`config.mk`:
```
export PLATFORM = sky130hd
export DESIGN_NAME = nrzi_hdlc_bit_deframer
export DESIGN_NICKNAME = d
export VERILOG_FILES = /design/src/design/nhdlc_pkg.sv /design/src/design/nrzi_hdlc_bit_deframer.sv /design/src/design/nhdlc_fcs.sv /design/src/design/nhdlc_core.sv
export SDC_FILE = /design/constraint.sdc
export NUM_CORES = 1
export LEC_CHECK = 0
export BUFFER_PORTS_ARGS = -buffer_cell sky130_fd_sc_hd__buf_4
export CAP_MARGIN = 20
export CORE_ASPECT_RATIO = 0.75
export CORE_MARGIN = 2
export CORE_UTILIZATION = 40
export CTS_CLUSTER_SIZE = 25
export DETAILED_ROUTE_END_ITERATION = 7
export HOLD_SLACK_MARGIN = 0.03
export MAX_ROUTING_LAYER = met4
export PLACE_DENSITY = 0.67
export SYNTH_ARGS = -nofsm -noshare
export SYNTH_HDL_FRONTEND = slang
export SYNTH_SLANG_ARGS = --single-unit
```
`constraint.sdc`:
```
create_clock -name clk -period 4.1 [get_ports clk]
set_input_delay 0 -clock clk [delete_from_list [all_inputs] [get_ports clk]]
set_output_delay 0 -clock clk [all_outputs]
set_load 0.1 [all_outputs]
```
`src/design/nhdlc_pkg.sv`:
```
// Shared types and constants for the NRZI HDLC bit deframer.
`default_nettype none
package nhdlc_pkg;

  localparam int COUNT_W = 10;

  localparam logic [COUNT_W-1:0] MAX_FRAME_BYTES = 10'd512;
  localparam logic [COUNT_W-1:0] MIN_FRAME_RESET = 10'd17;

  localparam logic [7:0]  FLAG_PATTERN  = 8'h7E;
  localparam logic [7:0]  ABORT_PATTERN = 8'hFE;
  localparam logic [3:0]  STUFF_RUN     = 4'd5;
  localparam logic [3:0]  RUN_SAT       = 4'd15;
  localparam logic [3:0]  BITS_PER_BYTE = 4'd8;
  localparam logic [15:0] FCS_PRESET    = 16'hFFFF;
  localparam logic [15:0] FCS_POLY      = 16'h8408;
  localparam logic [15:0] FCS_GOOD      = 16'hF0B8;

  typedef enum logic [1:0] {
    EV_DATA   = 2'd0,
    EV_GOOD   = 2'd1,
    EV_REJECT = 2'd2,
    EV_ABORT  = 2'd3
  } event_t;

  typedef struct packed {
    logic               valid;
    event_t             kind;
    logic [7:0]         data;
    logic [COUNT_W-1:0] count;
  } result_t;

endpackage
`default_nettype wire

```
`src/design/nrzi_hdlc_bit_deframer.sv`:
```
// Top level of the NRZI HDLC bit deframer: input register, core, result register.
//
// Usage: one recovered line level per transfer on the input channel (line_bit).
// Each transfer yields zero or one result on the output channel: a data byte
// (event_kind 0) or an end-of-frame report (good, rejected, aborted) with the
// frame byte count in frame_bytes.
// min_frame_bytes is written through the cfg channel; cfg_ready is always high.
// Write it only while no transfer is in flight on either channel.
// A transferred bit waits in the input register, is decoded by the core when the
// result register can advance, and its result is presented until transferred out.
// Throughput: one bit per cycle while out_ready does not stall the result register,
// set by the combinational bit update and the byte-wide FCS update in the core.
// Stall: while a result waits with out_ready low, the result register holds and
// the input register holds its bit; in_ready drops only when both are full.
// Reset (rst, synchronous): clears the deframer state to idle, presets the FCS,
// empties both registers and restores min_frame_bytes to 17.
`default_nettype none
module nrzi_hdlc_bit_deframer (
  input  wire logic                          clk,
  input  wire logic                          rst,
  input  wire logic                          in_valid,
  output logic                               in_ready,
  input  wire logic                          line_bit,
  output logic                               out_valid,
  input  wire logic                          out_ready,
  output logic [1:0]                         event_kind,
  output logic [7:0]                         data_byte,
  output logic [nhdlc_pkg::COUNT_W-1:0]      frame_bytes,
  input  wire logic                          cfg_valid,
  output logic                               cfg_ready,
  input  wire logic [nhdlc_pkg::COUNT_W-1:0] min_frame_bytes
);

  logic                          s1_valid;
  logic                          s1_bit;
  logic                          advance;
  logic                          step;
  logic [nhdlc_pkg::COUNT_W-1:0] min_frame;
  nhdlc_pkg::result_t            result;

  assign advance   = !out_valid || out_ready;
  assign in_ready  = !s1_valid || advance;
  assign step      = s1_valid && advance;
  assign cfg_ready = 1'b1;

  nhdlc_core u_core (
    .clk       (clk),
    .rst       (rst),
    .step      (step),
    .level     (s1_bit),
    .min_frame (min_frame),
    .result    (result)
  );

  always_ff @(posedge clk) begin
    if (rst) begin
      min_frame <= nhdlc_pkg::MIN_FRAME_RESET;
    end else if (cfg_valid && cfg_ready) begin
      min_frame <= min_frame_bytes;
    end
  end

  always_ff @(posedge clk) begin
    if (rst) begin
      s1_valid <= 1'b0;
    end else if (in_ready) begin
      s1_valid <= in_valid;
    end
    if (in_ready) begin
      s1_bit <= line_bit;
    end
  end

  always_ff @(posedge clk) begin
    if (rst) begin
      out_valid <= 1'b0;
    end else if (advance) begin
      out_valid <= step && result.valid;
    end
    if (step && result.valid) begin
      event_kind  <= result.kind;
      data_byte   <= result.data;
      frame_bytes <= result.count;
    end
  end

`ifndef SYNTH
  a_hold_bit: assert property (@(posedge clk) disable iff (rst)
    s1_valid && !advance |=> s1_valid && $stable(s1_bit))
    else $error("input register lost a held bit");

  a_data_count: assert property (@(posedge clk) disable iff (rst)
    out_valid && event_kind == nhdlc_pkg::EV_DATA |-> frame_bytes != '0)
    else $error("data byte with zero frame count");

  a_end_no_data: assert property (@(posedge clk) disable iff (rst)
    out_valid && event_kind != nhdlc_pkg::EV_DATA |-> data_byte == 8'd0)
    else $error("frame report carries data");

  a_count_max: assert property (@(posedge clk) disable iff (rst)
    out_valid |-> frame_bytes <= nhdlc_pkg::MAX_FRAME_BYTES && frame_bytes != '0)
    else $error("frame count out of range");
`endif

endmodule
`default_nettype wire

```
`src/design/nhdlc_fcs.sv`:
```
// Byte-wide AX.25 frame check sequence update (reflected CRC-16).
`default_nettype none
module nhdlc_fcs (
  input  wire logic [15:0] crc_in,
  input  wire logic [7:0]  data_in,
  output logic      [15:0] crc_out
);

  always_comb begin
    logic [15:0] crc;
    logic [7:0]  d;
    crc = crc_in;
    d   = data_in;
    for (int i = 0; i < 8; i++) begin
      if (crc[0] ^ d[0]) begin
        crc = (crc >> 1) ^ nhdlc_pkg::FCS_POLY;
      end else begin
        crc = crc >> 1;
      end
      d = d >> 1;
    end
    crc_out = crc;
  end

endmodule
`default_nettype wire

```
`src/design/nhdlc_core.sv`:
```
// Per-bit NRZI decode, destuffing, flag and abort detection, byte assembly and FCS check.
`default_nettype none
module nhdlc_core (
  input  wire logic                           clk,
  input  wire logic                           rst,
  input  wire logic                           step,
  input  wire logic                           level,
  input  wire logic [nhdlc_pkg::COUNT_W-1:0]  min_frame,
  output nhdlc_pkg::result_t                  result
);

  typedef enum logic [1:0] {
    PH_IDLE    = 2'd0,
    PH_SYNC    = 2'd1,
    PH_RECEIVE = 2'd2
  } phase_t;

  logic                          previous_level, previous_level_next;
  logic [3:0]                    ones_run, ones_run_next;
  logic                          flag_pending, flag_pending_next;
  logic [7:0]                    shift_byte, shift_byte_next;
  logic [3:0]                    bit_count, bit_count_next;
  phase_t                        frame_phase, frame_phase_next;
  logic [nhdlc_pkg::COUNT_W-1:0] byte_count, byte_count_next;
  logic [15:0]                   fcs_register, fcs_register_next;
  logic [15:0]                   fcs_updated;

  logic       b;
  logic       pending;
  logic [7:0] sb;
  logic [3:0] bc;

  assign b  = (level == previous_level);
  assign sb = {b, shift_byte[7:1]};

  nhdlc_fcs u_fcs (
    .crc_in  (fcs_register),
    .data_in (sb),
    .crc_out (fcs_updated)
  );

  always_comb begin
    previous_level_next = level;
    ones_run_next       = ones_run;
    flag_pending_next   = flag_pending;
    shift_byte_next     = shift_byte;
    bit_count_next      = bit_count;
    frame_phase_next    = frame_phase;
    byte_count_next     = byte_count;
    fcs_register_next   = fcs_register;
    result              = '0;
    pending             = (ones_run == nhdlc_pkg::STUFF_RUN) ? b : flag_pending;
    bc                  = (bit_count != nhdlc_pkg::RUN_SAT) ? bit_count + 4'd1 : bit_count;

    if (ones_run == nhdlc_pkg::STUFF_RUN && !b) begin
      flag_pending_next = 1'b0;
      ones_run_next     = 4'd0;
    end else begin
      shift_byte_next   = sb;
      bit_count_next    = bc;
      flag_pending_next = pending;
      if (b) begin
        ones_run_next = (ones_run != nhdlc_pkg::RUN_SAT) ? ones_run + 4'd1 : ones_run;
      end else begin
        ones_run_next = 4'd0;
      end
      if (pending) begin
        if (sb == nhdlc_pkg::FLAG_PATTERN || sb == nhdlc_pkg::ABORT_PATTERN) begin
          frame_phase_next  = (sb == nhdlc_pkg::FLAG_PATTERN) ? PH_SYNC : PH_IDLE;
          flag_pending_next = 1'b0;
          bit_count_next    = 4'd0;
          byte_count_next   = '0;
          fcs_register_next = nhdlc_pkg::FCS_PRESET;
          result.valid      = (byte_count != '0);
          result.count      = byte_count;
          if (sb == nhdlc_pkg::ABORT_PATTERN) begin
            result.kind = nhdlc_pkg::EV_ABORT;
          end else if (byte_count >= min_frame && fcs_register == nhdlc_pkg::FCS_GOOD) begin
            result.kind = nhdlc_pkg::EV_GOOD;
          end else begin
            result.kind = nhdlc_pkg::EV_REJECT;
          end
        end
      end else if ((frame_phase == PH_SYNC || frame_phase == PH_RECEIVE) &&
                   bc == nhdlc_pkg::BITS_PER_BYTE) begin
        frame_phase_next = PH_RECEIVE;
        bit_count_next   = 4'd0;
        if (byte_count < nhdlc_pkg::MAX_FRAME_BYTES) begin
          byte_count_next   = byte_count + 1'b1;
          fcs_register_next = fcs_updated;
          result.valid      = 1'b1;
          result.kind       = nhdlc_pkg::EV_DATA;
          result.data       = sb;
          result.count      = byte_count + 1'b1;
        end
      end
    end
  end

  always_ff @(posedge clk) begin
    if (rst) begin
      previous_level <= 1'b0;
      ones_run       <= 4'd0;
      flag_pending   <= 1'b0;
      shift_byte     <= 8'd0;
      bit_count      <= 4'd0;
      frame_phase    <= PH_IDLE;
      byte_count     <= '0;
      fcs_register   <= nhdlc_pkg::FCS_PRESET;
    end else if (step) begin
      previous_level <= previous_level_next;
      ones_run       <= ones_run_next;
      flag_pending   <= flag_pending_next;
      shift_byte     <= shift_byte_next;
      bit_count      <= bit_count_next;
      frame_phase    <= frame_phase_next;
      byte_count     <= byte_count_next;
      fcs_register   <= fcs_register_next;
    end
  end

endmodule
`default_nettype wire

```
# After elaboration in Yosys (flattened, before gate mapping)
# Index checks and enable logic that the tools add are counted.
totals:
  regBits: 79
  inputBits: 16
  output_inout_bits: 23
  elab_cells: 112
classes:
  addsub: 3
  order_cmp: 2
  n_eq_ne: 12
  mux: 41
  n_bitwise: 19
  reduce_logical: 20
ops:
  columns: ["op", "n"]
  rows:
  - ["two-way mux 16 bit", 12]
  - ["two-way mux 21 bit", 3]
  - ["two-way mux 10 bit", 6]
  - ["two-way mux 4 bit", 7]
  - ["inverter 2 -> 3 bit", 8]
  - ["== test 16 bit (second input constant)", 1]
  - ["adder 10 x 1 -> 10 bit (second input constant)", 1]
  - ["greater-or-equal comparator 10 bit", 1]
  - ["< comparator 10 bit (second input constant)", 1]
  - ["two-way mux 2 bit", 5]
  - ["nonzero test 10 bit", 1]
  - ["adder 4 x 1 -> 4 bit (second input constant)", 2]
  - ["== test 8 x 7 -> 1 bit (second input constant)", 1]
  - ["== test 8 bit (second input constant)", 1]
  - ["two-way mux 8 bit", 1]
  - ["inequality test 4 bit (second input constant)", 2]
  - ["XOR 1 bit", 8]
  - ["two-way mux 3 bit", 2]
  - ["logical AND 1 bit", 5]
  - ["two-way mux 1 bit", 5]
  - ["AND reduction 5 bit", 1]
  - ["== test 4 x 3 -> 1 bit (second input constant)", 1]
  - ["== test 4 bit (second input constant)", 1]
  - ["logical OR 1 bit", 4]
  - ["other kinds (11)", 17]

# Longest topological paths before layout
depth:
  word_depth: 19
  depth_mapped: 10
  ltp_nobuf: 8

# Modules after synthesis
# From an unflattened synthesis, not the netlist that was laid out.
hier_totals:
  hier_cells: 450
  area_unflattened_um2: 4186.5
by_module_without_submodules:
  columns: ["module", "instances", "cells_each", "area_per_inst_um2", "seq_area_each_um2"]
  rows:
  - ["nhdlc_core", 1, 360, 2728.9, 900.9]
  - ["nrzi_hdlc_bit_deframer", 1, 65, 1084.8, 870.8]
  - ["nhdlc_fcs", 1, 25, 372.9, 0.0]

# Least setup slack after synthesis
# OpenSTA, ideal clock, no wires.
synth_timing:
  path_type: "flip-flop to flip-flop"
  startpoint: "register out_valid"
  endpoint: "register data_byte[0], enable pin"
  setup_time_ns: 0.411
  t_arrival_ns: 2.559
  required_time_ns: 3.689
  slack_ns: 1.130
  stages_incl_launch_ff: 5
  n_path_buf: 0
  synth_period_minus_slack_ns: 2.970
  path_cell_list: "dfxtp_1 -> nand2b_1 -> o211a_1 -> o221ai_2 -> a41oi_1"
synth_via:
  elab_chain_len: 4
synth_lines:
  columns: ["element", "line", "source"]
  rows:
  - ["from (decl)", "nrzi_hdlc_bit_deframer.sv:24", "output logic out_valid,"]
  - ["from (signal assigned)", "nrzi_hdlc_bit_deframer.sv:78", "out_valid <= step && result.valid;"]
  - ["logical NOT 1 bit", "nrzi_hdlc_bit_deframer.sv:41", "assign advance = !out_valid || out_ready;"]
  - ["logical OR 1 bit", "nrzi_hdlc_bit_deframer.sv:41", null]
  - ["logical AND 1 bit", "nrzi_hdlc_bit_deframer.sv:43", "assign step = s1_valid && advance;"]
  - ["logical AND 1 bit", "nrzi_hdlc_bit_deframer.sv:80", "if (step && result.valid) begin"]
  - ["to (signal assigned)", "nrzi_hdlc_bit_deframer.sv:82", "data_byte <= result.data;"]
  - ["to (decl)", "nrzi_hdlc_bit_deframer.sv:27", "output logic [7:0] data_byte,"]
# No other way between the ends.
# A chain may end at the register's enable or synchronous reset.

# Worst setup path in the final report
layout_timing:
  startpoint: "register u_core.bit_count[0]"
  endpoint: "register frame_bytes[4] in the netlist's numbering, enable pin"
layout_via:
  elab_chain_len: 8
  word_cells_on_any_way: 9
  cone_classes: "add/sub: 1; eq/ne: 2; mux: 4; reduce/logical: 2"
layout_lines:
  columns: ["element", "line", "source"]
  rows:
  - ["from (decl)", "nhdlc_core.sv:22", "logic [3:0] bit_count, bit_count_next;"]
  - ["from (signal assigned)", "nhdlc_core.sv:115", "bit_count <= bit_count_next;"]
  - ["adder 4 x 1 -> 4 bit / inequality test 4 bit (equally long branches)", "nhdlc_core.sv:53", "bc = (bit_count != nhdlc_pkg::RUN_SAT) ? bit_count + 4'd1 : bit_count;"]
  - ["two-way mux 4 bit *", "nhdlc_core.sv:53", null]
  - ["== test 4 bit *", "nhdlc_core.sv:85", "bc == nhdlc_pkg::BITS_PER_BYTE) begin"]
  - ["logical AND 1 bit *", "nhdlc_core.sv:84", "end else if ((frame_phase == PH_SYNC || frame_phase == PH_RECEIVE) &&"]
  - ["two-way mux 21 bit *", "nhdlc_core.sv:84", null]
  - ["two-way mux 3 bit *", "nhdlc_core.sv:67", "if (pending) begin"]
  - ["two-way mux 21 bit *", "nhdlc_core.sv:55", "if (ones_run == nhdlc_pkg::STUFF_RUN && !b) begin"]
  - ["logical AND 1 bit *", "nrzi_hdlc_bit_deframer.sv:80", null]
  - ["to (signal assigned)", "nrzi_hdlc_bit_deframer.sv:83", "frame_bytes <= result.count;"]
  - ["to (decl)", "nrzi_hdlc_bit_deframer.sv:28", "output logic [nhdlc_pkg::COUNT_W-1:0] frame_bytes,"]
# Mark *: on every way between the ends. The rest lies on a longest branch, timed or not.

==> metrics <==
status finished, final reports clean; clock buffer depth 2; Via Count 3333; VDD IR-drop max 0.219 mV; Setup WS pre-CTS 1180 ps; most frequent cells in the layout dfxtp_1, nor2_1, nand2_1; top-area cell type share of the netlist area 0.288; Yosys warning total 0; Post-Synth Adder-Cell Area 0.0505; Synth Register Bits 78; vias in the first global route 3192; Hold Fails Final Rpt 0; post-synthesis compound-gate area fraction 0.154; pin count of the biggest net entering global routing 32; register area share after synthesis 0.447; RR Endpoint frame_bytes[4]; Filler Cells Inserted 893; Reg-to-Reg Start u_core.bit_count[0]; most common cell after layout, fill and taps aside dfxtp_1; die height 90.2 um; Cell Chain, Critical Path ha_1 > nor3b_1 > o211a_1 > o221ai_2 > buf_4 > a41oi_2 > buf_4; Remaining DRCs 0; Total GRT Usage 0.191; endpoints failing setup 0; Initial Util 0.411; Worst-Margin Slew 822 ps; mux contribution to synthesized area 0.0290; drt pass-1 iters 5; share of cells above drive strength 1 0.134; I/O Buffers 37; Post-synth EDFFs 21; Final Util 0.496; WL per Instance 15.2 um; Slew Limit Fails 0; Pleak 1.75 nW; Final Non-Filler Cells 623; Congestion Overflow GR 0; worst hold endpoint min_frame[0]; RSZ-0062 raised after global routing no; Critical Path AT 3000 ps; Simple-Gate Fraction of Synth Area 0.207; setup ws final 1130 ps; max-slew headroom at the worst pin 0.448; Final GP Congestion 0.916; DP HPWL 6740 um; minimum clock period 2970 ps; die area 10700 sq um; P per Cell Area 357 nW/um^2; max incr delay on CP 520 ps; Setup crit start kind register; # diodes 0; TNS Setup 0 ps; Top Ports 39; Synth Flop Type dfxtp_1; critical path capture point type register; H-tree depth 3; largest area contributor in the netlist dfxtp_1; Avg Cell Area, Syn 9.05 sq um; Worst Reg-to-Reg Cells 7; clock insertion delay at the later pin of the skew report 340 ps; Tot Pwr 1.71 mW; xor and xnor area share after synthesis 0.0704; root buffer cell clkbuf_16; asr flop ratio synth 0; crit path max fanout 17; ranking of synthesized cells by area dfxtp_1, edfxtp_1, ha_1, nor2_1, nand2_1; Die Wd 119 um; CTS tree yes; CP max stage cell a41oi_2; std cell rows 31; routed wire length 9470 um; # nets final 518; P&R area growth vs syn 20.9%; cts bufs inserted 9; cell count after synthesis 438; Hold Path Cell Cnt 3; hold path startpoint cfg_valid; post_cts resized 0; DRT iter0 DRCs 321; fin crit share 0.725; largest family of logic cells by synthesized area simple AND/OR/NAND/NOR gates; clock slew at the register clock pins of the worst setup and hold paths 60 ps; Worst Path Class, Setup reg -> reg; initial antenna violation count 0; dpl cells 591; Max Clk Rate 336 MHz; global-route wire length before repair 15900 um; Post-DRT Antenna Nets 0; Max Cap Viol 0; Worst Path Required 4130 ps; Cell variety after synth 57; core area 9660 sq um; clk sinks 78; Worst Hold Class in -> reg; Top cell by count, worst path buf_4; post-DR vias/cell 5.35; reg-to-reg setup timing slack 1130 ps; Syn Nets 470; mapped cell area 3970 sq um; skew final 8.40 ps
[synth_stat cells, types with 11 or more instances]
| cell | n |
|---|---|
| nand3_1 | 18 |
| inv_1 | 16 |
| nor2_1 | 45 |
| dfxtp_1 | 57 |
| a21oi_1 | 27 |
| xor2_1 | 13 |
| nor3_1 | 15 |
| o21ai_0 | 25 |
| xnor2_1 | 17 |
| and3_1 | 13 |
| clkbuf_1 | 13 |
| ha_1 | 16 |
| edfxtp_1 | 21 |
| nand2_1 | 44 |
| o21ai_1 | 11 |
[state kept, by name, indices dropped and copies added (netlist names)]
name and cells:
u_core.flag_pending 1, u_core.ones_run 4, out_valid 1, u_core.shift_byte 7
u_core.byte_count 10, s1_bit 1, u_core.previous_level 1, u_core.fcs_register 16
min_frame 10, data_byte 8, u_core.frame_phase 2, event_kind 2
u_core.bit_count 4, frame_bytes 10, s1_valid 1
[worst max-delay path: cells and delay by family, from the launching register on]
family          cells  cell delay, ps
compound gates      3            1100
buf+inv             2             560
simple gates        1             370
flops               1             350
fa+ha+maj           1             270
[cell type report]
| type | count | area, sq um | area share |
|---|---|---|---|
| Timing Repair Buffer | 57 | 468 | 0.0976 |
| Clock buffer | 12 | 258 | 0.0538 |
| Tap cell | 132 | 165 | 0.0345 |
| Multi-Input combinational cell | 323 | 2040 | 0.425 |
| Sequential cell | 78 | 1770 | 0.370 |
| Inverter | 17 | 63.8 | 0.0133 |
| Clock inverter | 4 | 30.0 | 0.00626 |
[worst max-delay path by stage]
stage | start | endpoint | slack [ps] | depth (start not counted)
4_1_cts | s1_bit | frame_bytes[4] | 1160 | 6
5_1_grt | u_core.bit_count[0] | frame_bytes[1] | 920 | 7
3_3_place_gp | s1_bit | frame_bytes[5] | 1270 | 6
6_report | u_core.bit_count[0] | frame_bytes[4] | 1130 | 7
3_5_place_dp | u_core.bit_count[0] | data_byte[7] | 1180 | 7
2_1_floorplan | out_valid | data_byte[0] | 1130 | 4
[through the flow]
step	cell area, sq um	hold WS, ps
after floorplan	3970	98.9
after global placement	4350	181
after detailed placement	4350	184
after CTS	4790	40.0
after global routing	4790	57.7
final	4790	42.9
[what timing repair did]
action,in CTS,in global routing
buffers inserted,0,0
hold buffers,16,0
endpoints found under the hold margin,14,0
[metal layers]
metal  GRT usage  routed length (um)  up-vias
met5           -                   0        -
met4      0.0536                  76        0
met3      0.0444                 567        7
met2       0.283                4140      111
met1       0.262                4690     1558
li1            -                   -     1657
[cells by family (layout without fill, tap and decap cells)]
logic type               count (synthesis)  in the layout
AND/OR/NAND/NOR                        168            168
AO/OA/AOI/OAI                           96             96
flip-flops                              78             78
buffers and inverters                   37             90
XOR/XNOR                                31             31
adder cells (fa/ha/maj)                 16             16
multiplexers                            11             11
other                                    1              1
[report_power, final]
| group | total [mW] | internal [mW] | switching, mW | leakage, nW |
|---|---|---|---|---|
| Combinational | 0.125 | 0.0592 | 0.0654 | 0.997 |
| Sequential | 0.831 | 0.805 | 0.0265 | 0.612 |
| Clock | 0.758 | 0.448 | 0.310 | 0.138 |
(Power assumes the default switching activity.)
